===== src/sv/cls_pkg.sv =====
// types and constants shared by the compacting list store
// no dependencies
`default_nettype none

package cls_pkg;

  localparam int DATA_W   = 32;
  localparam int INDEX_W  = 6;
  localparam int FILL_W   = 7;
  localparam int STATUS_W = 2;

  typedef enum logic [2:0] {
    OP_CLEAR  = 3'd0,
    OP_APPEND = 3'd1,
    OP_UPDATE = 3'd2,
    OP_DELETE = 3'd3,
    OP_DUMP   = 3'd4
  } op_e;

  typedef enum logic [STATUS_W-1:0] {
    ST_OK    = 2'd0,
    ST_FULL  = 2'd1,
    ST_EMPTY = 2'd2,
    ST_RANGE = 2'd3
  } status_e;

  typedef enum logic [1:0] {
    S_IDLE = 2'd0,
    S_DEL  = 2'd1,
    S_DUMP = 2'd2
  } state_e;

  typedef struct packed {
    op_e                       op;
    logic [INDEX_W-1:0]        index;
    logic signed [DATA_W-1:0]  value;
  } in_item_t;

  typedef struct packed {
    status_e                   status;
    logic signed [DATA_W-1:0]  data;
    logic [INDEX_W-1:0]        position;
    logic [FILL_W-1:0]         fill;
    logic                      last;
  } out_item_t;

endpackage

`default_nettype wire


===== src/sv/cls_ram.sv =====
// generic simple dual-port ram, one write and one registered read port
// no dependencies
`default_nettype none

module cls_ram #(
  parameter int Width = 32,
  parameter int Depth = 64,
  localparam int AddrW = (Depth > 1) ? $clog2(Depth) : 1
) (
  input  wire logic             clk_i,
  input  wire logic             we_i,
  input  wire logic [AddrW-1:0] waddr_i,
  input  wire logic [Width-1:0] wdata_i,
  input  wire logic             re_i,
  input  wire logic [AddrW-1:0] raddr_i,
  output logic      [Width-1:0] rdata_o
);

  logic [Width-1:0] mem [Depth];

  always_ff @(posedge clk_i) begin
    if (we_i) begin
      mem[waddr_i] <= wdata_i;
    end
    if (re_i) begin
      rdata_o <= mem[raddr_i];
    end
  end

endmodule

`default_nettype wire


===== src/sv/compacting_list_store.sv =====
// compacting list store: ordered list of signed words with shift-down delete
// depends on cls_pkg and cls_ram
//
//   channel | direction | handshake             | payload
//   in      | input     | in_valid_i/in_stall_o | in_item_i (in_item_t)
//   out     | output    | out_valid_o/out_stall_i | out_item_o (out_item_t)
//
// clear, append, update and error cases give one item.
// delete moves the later entries down: one ram read and write per moved entry.
// dump gives one item per cycle from the ram read port while the output is not stalled, fill items in all.
// reset empties the list at once; entries need no clearing pass.
// a stalled output holds the current item and freezes dump reads.
`default_nettype none

module compacting_list_store
  import cls_pkg::*;
#(
  parameter int CAPACITY = 64
) (
  input  wire logic      clk_i,
  input  wire logic      rst_ni,
  input  wire logic      in_valid_i,
  output logic           in_stall_o,
  input  wire in_item_t  in_item_i,
  output logic           out_valid_o,
  input  wire logic      out_stall_i,
  output out_item_t      out_item_o
);

  localparam int AW = (CAPACITY > 1) ? $clog2(CAPACITY) : 1;
  localparam int CW = $clog2(CAPACITY + 1);

  state_e          state_q, state_d;
  logic [CW-1:0]   count_q, count_d;
  logic [AW-1:0]   ptr_q, ptr_d;
  logic            out_valid_q, out_valid_d;
  out_item_t       out_q, res;
  logic            out_load, out_free, in_acc;

  logic            we, re;
  logic [AW-1:0]   waddr, raddr;
  logic [DATA_W-1:0] wdata, rdata;

  logic [FILL_W-1:0] idx7, cnt7, ptr7;
  logic            is_empty, is_full, bad_index, has_next, del_more, dump_last;

  assign out_free   = !out_valid_q || !out_stall_i;
  assign in_stall_o = (state_q != S_IDLE) || !out_free;
  assign in_acc     = in_valid_i && !in_stall_o;

  assign idx7      = FILL_W'(in_item_i.index);
  assign cnt7      = FILL_W'(count_q);
  assign ptr7      = FILL_W'(ptr_q);
  assign is_empty  = (count_q == '0);
  assign is_full   = (count_q == CW'(CAPACITY));
  assign bad_index = (idx7 >= cnt7);
  assign has_next  = ((idx7 + FILL_W'(1)) < cnt7);
  // count is already decremented while entries move down
  assign del_more  = ((ptr7 + FILL_W'(1)) < cnt7);
  assign dump_last = ((ptr7 + FILL_W'(1)) == cnt7);

  cls_ram #(
    .Width (DATA_W),
    .Depth (CAPACITY)
  ) u_ram (
    .clk_i   (clk_i),
    .we_i    (we),
    .waddr_i (waddr),
    .wdata_i (wdata),
    .re_i    (re),
    .raddr_i (raddr),
    .rdata_o (rdata)
  );

  // next state
  always_comb begin
    state_d = state_q;
    case (state_q)
      S_IDLE: begin
        if (in_acc) begin
          case (in_item_i.op)
            OP_DELETE: begin
              if (!is_empty && !bad_index && has_next) begin
                state_d = S_DEL;
              end
            end
            OP_DUMP: begin
              if (!is_empty) begin
                state_d = S_DUMP;
              end
            end
            default: state_d = S_IDLE;
          endcase
        end
      end
      S_DEL: begin
        if (!del_more) begin
          state_d = S_IDLE;
        end
      end
      S_DUMP: begin
        if (out_free && dump_last) begin
          state_d = S_IDLE;
        end
      end
      default: state_d = S_IDLE;
    endcase
  end

  // datapath and ram control
  always_comb begin
    count_d  = count_q;
    ptr_d    = ptr_q;
    we       = 1'b0;
    waddr    = ptr_q;
    wdata    = rdata;
    re       = 1'b0;
    raddr    = '0;
    res      = '0;
    out_load = 1'b0;
    case (state_q)
      S_IDLE: begin
        if (in_acc) begin
          out_load   = 1'b1;
          res.status = ST_OK;
          case (in_item_i.op)
            OP_CLEAR: begin
              count_d = '0;
            end
            OP_APPEND: begin
              if (is_full) begin
                res.status = ST_FULL;
              end else begin
                we      = 1'b1;
                waddr   = AW'(count_q);
                wdata   = in_item_i.value;
                count_d = count_q + CW'(1);
              end
            end
            OP_UPDATE: begin
              if (is_empty) begin
                res.status = ST_EMPTY;
              end else if (bad_index) begin
                res.status = ST_RANGE;
              end else begin
                we    = 1'b1;
                waddr = AW'(in_item_i.index);
                wdata = in_item_i.value;
              end
            end
            OP_DELETE: begin
              if (is_empty) begin
                res.status = ST_EMPTY;
              end else if (bad_index) begin
                res.status = ST_RANGE;
              end else begin
                count_d = count_q - CW'(1);
                ptr_d   = AW'(in_item_i.index);
                if (has_next) begin
                  re    = 1'b1;
                  raddr = AW'(idx7 + FILL_W'(1));
                end
              end
            end
            OP_DUMP: begin
              if (is_empty) begin
                res.status = ST_EMPTY;
              end else begin
                out_load = 1'b0;
                re       = 1'b1;
                raddr    = '0;
                ptr_d    = '0;
              end
            end
            default: res.status = ST_OK;
          endcase
          res.fill = FILL_W'(count_d);
          res.last = 1'b1;
        end
      end
      S_DEL: begin
        // move entry ptr+1 (read last cycle) down to ptr, fetch ptr+2
        we    = 1'b1;
        waddr = ptr_q;
        wdata = rdata;
        ptr_d = ptr_q + AW'(1);
        if (del_more) begin
          re    = 1'b1;
          raddr = AW'(ptr7 + FILL_W'(2));
        end
      end
      S_DUMP: begin
        if (out_free) begin
          out_load     = 1'b1;
          res.status   = ST_OK;
          res.data     = rdata;
          res.position = INDEX_W'(ptr_q);
          res.fill     = FILL_W'(count_q);
          res.last     = dump_last;
          if (!dump_last) begin
            re    = 1'b1;
            raddr = AW'(ptr7 + FILL_W'(1));
            ptr_d = ptr_q + AW'(1);
          end
        end
      end
      default: res = '0;
    endcase
  end

  always_comb begin
    out_valid_d = out_valid_q;
    if (out_load) begin
      out_valid_d = 1'b1;
    end else if (!out_stall_i) begin
      out_valid_d = 1'b0;
    end
  end

  always_ff @(posedge clk_i or negedge rst_ni) begin
    if (!rst_ni) begin
      state_q     <= S_IDLE;
      count_q     <= '0;
      ptr_q       <= '0;
      out_valid_q <= 1'b0;
    end else begin
      state_q     <= state_d;
      count_q     <= count_d;
      ptr_q       <= ptr_d;
      out_valid_q <= out_valid_d;
    end
  end

  always_ff @(posedge clk_i) begin
    if (out_load) begin
      out_q <= res;
    end
  end

  assign out_valid_o = out_valid_q;
  assign out_item_o  = out_q;

`ifndef NO_ASSERTIONS
  a_count_range: assert property (@(posedge clk_i) disable iff (!rst_ni)
    count_q <= CW'(CAPACITY))
    else $error("fill count above capacity");

  a_ram_no_overlap: assert property (@(posedge clk_i) disable iff (!rst_ni)
    we && re |-> waddr != raddr)
    else $error("ram read and write hit the same entry");

  a_del_silent: assert property (@(posedge clk_i) disable iff (!rst_ni)
    state_q == S_DEL |-> !out_load)
    else $error("result produced while entries move");

  a_error_last: assert property (@(posedge clk_i) disable iff (!rst_ni)
    out_load && res.status != ST_OK |-> res.last)
    else $error("error result not flagged last");

  a_dump_end: assert property (@(posedge clk_i) disable iff (!rst_ni)
    state_q == S_DUMP && out_load && res.last |=> state_q == S_IDLE)
    else $error("dump continues after last item");
`endif

endmodule

`default_nettype wire

===== config.mk =====
export PLATFORM = sky130hd
export DESIGN_NAME = compacting_list_store
export DESIGN_NICKNAME = d
export VERILOG_FILES = /design/src/sv/cls_pkg.sv /design/src/sv/cls_ram.sv /design/src/sv/compacting_list_store.sv
export SDC_FILE = /design/constraint.sdc
export NUM_CORES = 2
export LEC_CHECK = 0
export BUFFER_PORTS_ARGS = -buffer_cell sky130_fd_sc_hd__buf_4
export CORE_MARGIN = 2
export CORE_UTILIZATION = 45
export DETAILED_ROUTE_END_ITERATION = 8
export PLACE_DENSITY = 0.61
export SETUP_SLACK_MARGIN = 0.2
export SLEW_MARGIN = 20
export SYNTH_ARGS = -nofsm -noshare
export SYNTH_HDL_FRONTEND = slang
export SYNTH_SLANG_ARGS = --single-unit

===== constraint.sdc =====
create_clock -name clk_i -period 16.6 [get_ports clk_i]
set_input_delay 1.66 -clock clk_i [delete_from_list [all_inputs] [get_ports clk_i]]
set_output_delay 1.66 -clock clk_i [all_outputs]
set_load 0.05 [all_outputs]

==> run_results.csv <==
group,metric,value,unit
floorplan,die_w,443,µm
yosys,synth_compound_area_share,8.13,%
yosys,ys_ff_latch,2144,
hold_path,hold_path_end,"state_q[0]",
worst_setup_path,worstPathArrival,7.92,ns
floorplan,dieArea,196000,µm²
timing,fin_crit_sh,44.1,%
worst_setup_path,cp-end-kind,"register",
global_route,grtUsageTotal,27.9,%
routing,drtPass1Iterations,6,
timing,slew_viol_final,0,
global_route,overflow,0,
floorplan,coreArea,191000,µm²
clock_tree,cts_tree,"yes",
yosys,synth_cells,6181,
worst_setup_path,required,17.21,ns
yosys,yosys_warnings,0,
timing,maxSlewHeadroom,18.8,%
layout,area_growth,12.8,%
global_route,grt_max_degree,147,
placement,gp_congestion,0.893,
worst_setup_path,reg2reg_to,"u_ram.rdata_o[8]",
clock_tree,clockBufferDepth,3,
floorplan,start_util,45.4,%
yosys,synth_edf_count,2128,
yosys,synth_nets,6255,
floorplan,die_y,443,µm
yosys,yosys_most_used_dff,"edfxtp_1",
clock_tree,root_buffer,"clkbuf_16",
pwr,peakVddDrop,0.142,mV
clock_tree,cts_hold_buf,0,
yosys,synth_area_leaders,"edfxtp_1 74%, nand2_1 3.7%, mux2i_1 3.1%",
pwr,power,17000,µW
floorplan,ioPinCount,95,
timing,rsz0062_at_grt,"no",
clock_tree,numCtsBuffers,217,
placement,dpl.hpwl,153,mm
routing,vias,56162,
placement,io_buffers,94,
yosys,syn_area,86600,µm²
yosys,yosysSeqAreaShare,74.3,%
layout,n_fill_cell,15786,
yosys,synth_simple_gate_area_share,11.2,%
routing,drt_iter0_drc,7794,
yosys,synth_top_family_by_area,"simple AND/OR/NAND/NOR gates",
global_route,grt_pass1_vias,52042,
yosys,post_synth_num_cell_types,82,
clock_tree,clock-sinks,2144,
routing,drcViolationCount,0,
yosys,synth_fa_ha_area_share,0.419,%
clock_tree,clkTransAtPathRegs,0.06,ns
clock_tree,ctsResizeCount,0,
run_status,outcome,"finished clean",
routing,wl_per_cell,31.4,µm
hold_path,hold_depth,2,
yosys,async_flop_share,0.746,%
timing,tightest_slew,1.22,ns
hold_path,hp-start,"state_q[0]",
worst_setup_path,reg2reg_slack,9.29,ns
worst_setup_path,reg2reg_depth,19,
routing,vias_per_cell,6.29,
timing,hold_viol_final,0,
pwr,p_per_area,174,nW/µm²
timing,setup_viol,0,
timing,period_minus_slack,7.31,ns
layout,drive_above_1_share,12.3,%
worst_setup_path,r2r-start,"ptr_q[0]",
clock_tree,clk-insertion-delay-late,0.87,ns
routing,ant_nets,0,
global_route,antenna_found_initial,18,
timing,max_freq,137,MHz
clock_tree,cts_setup_buffers,0,
yosys,synth_xor_area_share,0.0910,%
yosys,synthMuxAreaShare,3.50,%
layout,nets,6301,
flow_run,drv_cap,0,
yosys,synth_top_area_share,73.8,%
timing,fin_skew,0.0328,ns
worst_setup_path,cp_max_fo,59,
clock_tree,htree_levels,4,
pwr,leakage,0.0318,µW
yosys,syn_area_per_cell,14.0,µm²
worst_setup_path,critical_path_class,"reg2reg",
worst_setup_path,startpoint_type,"register",
yosys,synth_top_area_cell,"edfxtp_1",
hold_path,hp-class,"reg2reg",
global_route,grt_pass1_wl,394,mm
floorplan,rows,160,
routing,wl,281,mm
timing,tns,0,ns
[critical path, cell delays in order (launching register included)]
cell,delay (ns)
dfrtp_1,0.32
buf_4,0.22
ha_1,0.27
nand3_1,0.14
xor2_1,0.23
inv_1,0.09
ha_1,0.30
nand4_1,0.16
a21oi_1,0.53
o32ai_1,0.32
a32oi_4,0.28
buf_4,0.72
buf_4,0.67
buf_4,0.78
buf_4,0.71
mux2i_1,0.29
a32oi_1,0.08
a41oi_1,0.24
o21ai_1,0.26
a32o_1,0.35
[per-stage QoR]
step,setup WS [ns],instance area (µm²),std cells,hold slack (ns),utilization (%)
4_1_cts,9.39,97600,8918,0.636,51.2
2_1_floorplan,9.15,86600,6181,0.520,-
3_5_place_dp,8.69,90700,8519,0.655,47.6
5_1_grt,9.07,97700,8924,0.667,51.2
3_3_place_gp,8.51,90500,8511,0.643,47.5
6_report,9.29,97700,8931,0.669,51.3
[synth_stat cells, types with 4 or more instances]
cell type  number
edfxtp_1     2128
nand2_1       847
nor2_1        423
nor3_1        371
o21ai_0       278
mux2i_1       266
clkbuf_1      257
nand3_1       209
o21ai_1       186
a32oi_1       165
buf_2         115
a21oi_1       113
nand4_1       112
a31oi_1        93
or2_2          68
and3_1         39
and2_1         38
buf_1          38
a211oi_1       33
mux2_2         33
a22oi_1        32
a32o_1         32
a41oi_1        31
ha_1           29
buf_4          26
a221oi_1       25
inv_1          17
dfrtp_1        16
a21o_1         10
a221oi_2       10
o22ai_1         9
nor4_1          8
buf_6           7
nand3b_1        6
nor3b_1         6
a2bb2oi_1       5
nand2b_1        5
nor2_4          5
o2111ai_1       5
o211ai_1        5
xor2_1          5
o221ai_1        4
or3_1           4
xnor2_1         4
[cell type report]
class                   count  area, µm²  area share [%]
well taps                2511       3140            3.22
clock buffers             271       5720            5.85
multi-input cells        3574      20900            21.4
flip-flops and latches   2144      64300            65.8
diodes                     13       32.5          0.0333
clock inverters           128       1240            1.27
inverters                  19       71.3          0.0730
repair buffers            271       2270            2.33
[metal layers]
layer	vias up	track usage, %	share of wire, %
li1	23741	-	-
met1	28534	38.7	39
met2	3363	43.8	46
met3	510	4.89	10
met4	14	11.2	4.2
met5	-	0	0.032
[layout by cell type, fill, tap and decap left out, types with 164 or more instances in the layout]
cell type and count:
buf_4 255, o21ai_1 190, nand2_1 845, edfxtp_1 2128
o21ai_0 274, nor2_1 376, clkbuf_16 221, nand3_1 209
mux2i_1 266, a32oi_1 164, nor3_1 363
[state kept, by name, summed over array words and instances, names as in the netlist]
register and cells:
u_ram.mem 2048, out_valid_o 1, cnt7 7, state_q 2, ptr_q 6, u_ram.rdata_o 32, out_item_o 48
[report_power, final]
| part | switching [µW] | total [µW] | internal [µW] | leakage [µW] |
|---|---|---|---|---|
| clock network | 2080 | 4810 | 2730 | 0.00339 |
| registers | 196 | 7080 | 6880 | 0.0194 |
| logic | 4000 | 5120 | 1120 | 0.00908 |
[kinds of logic after synthesis]
logic type | Yosys count
mux | 299
xor+xnor | 9
buf+inv | 463
compound gates | 1075
fa+ha+maj | 29
simple gates | 2162
flops | 2144
[worst max path at each step]
stage                        from                 to  slack [ns]  cells after the start
floorplan           in_item_i[32]    u_ram.mem[7][0]        9.15                     12
global placement    in_item_i[32]  u_ram.rdata_o[10]        8.51                     17
detailed placement  in_item_i[32]   u_ram.rdata_o[8]        8.69                     18
CTS                      ptr_q[0]   u_ram.rdata_o[8]        9.39                     19
global route             ptr_q[0]   u_ram.rdata_o[8]        9.07                     19
finish                   ptr_q[0]   u_ram.rdata_o[8]        9.29                     19
No activity file was read; power rests on OpenSTA's default activity.
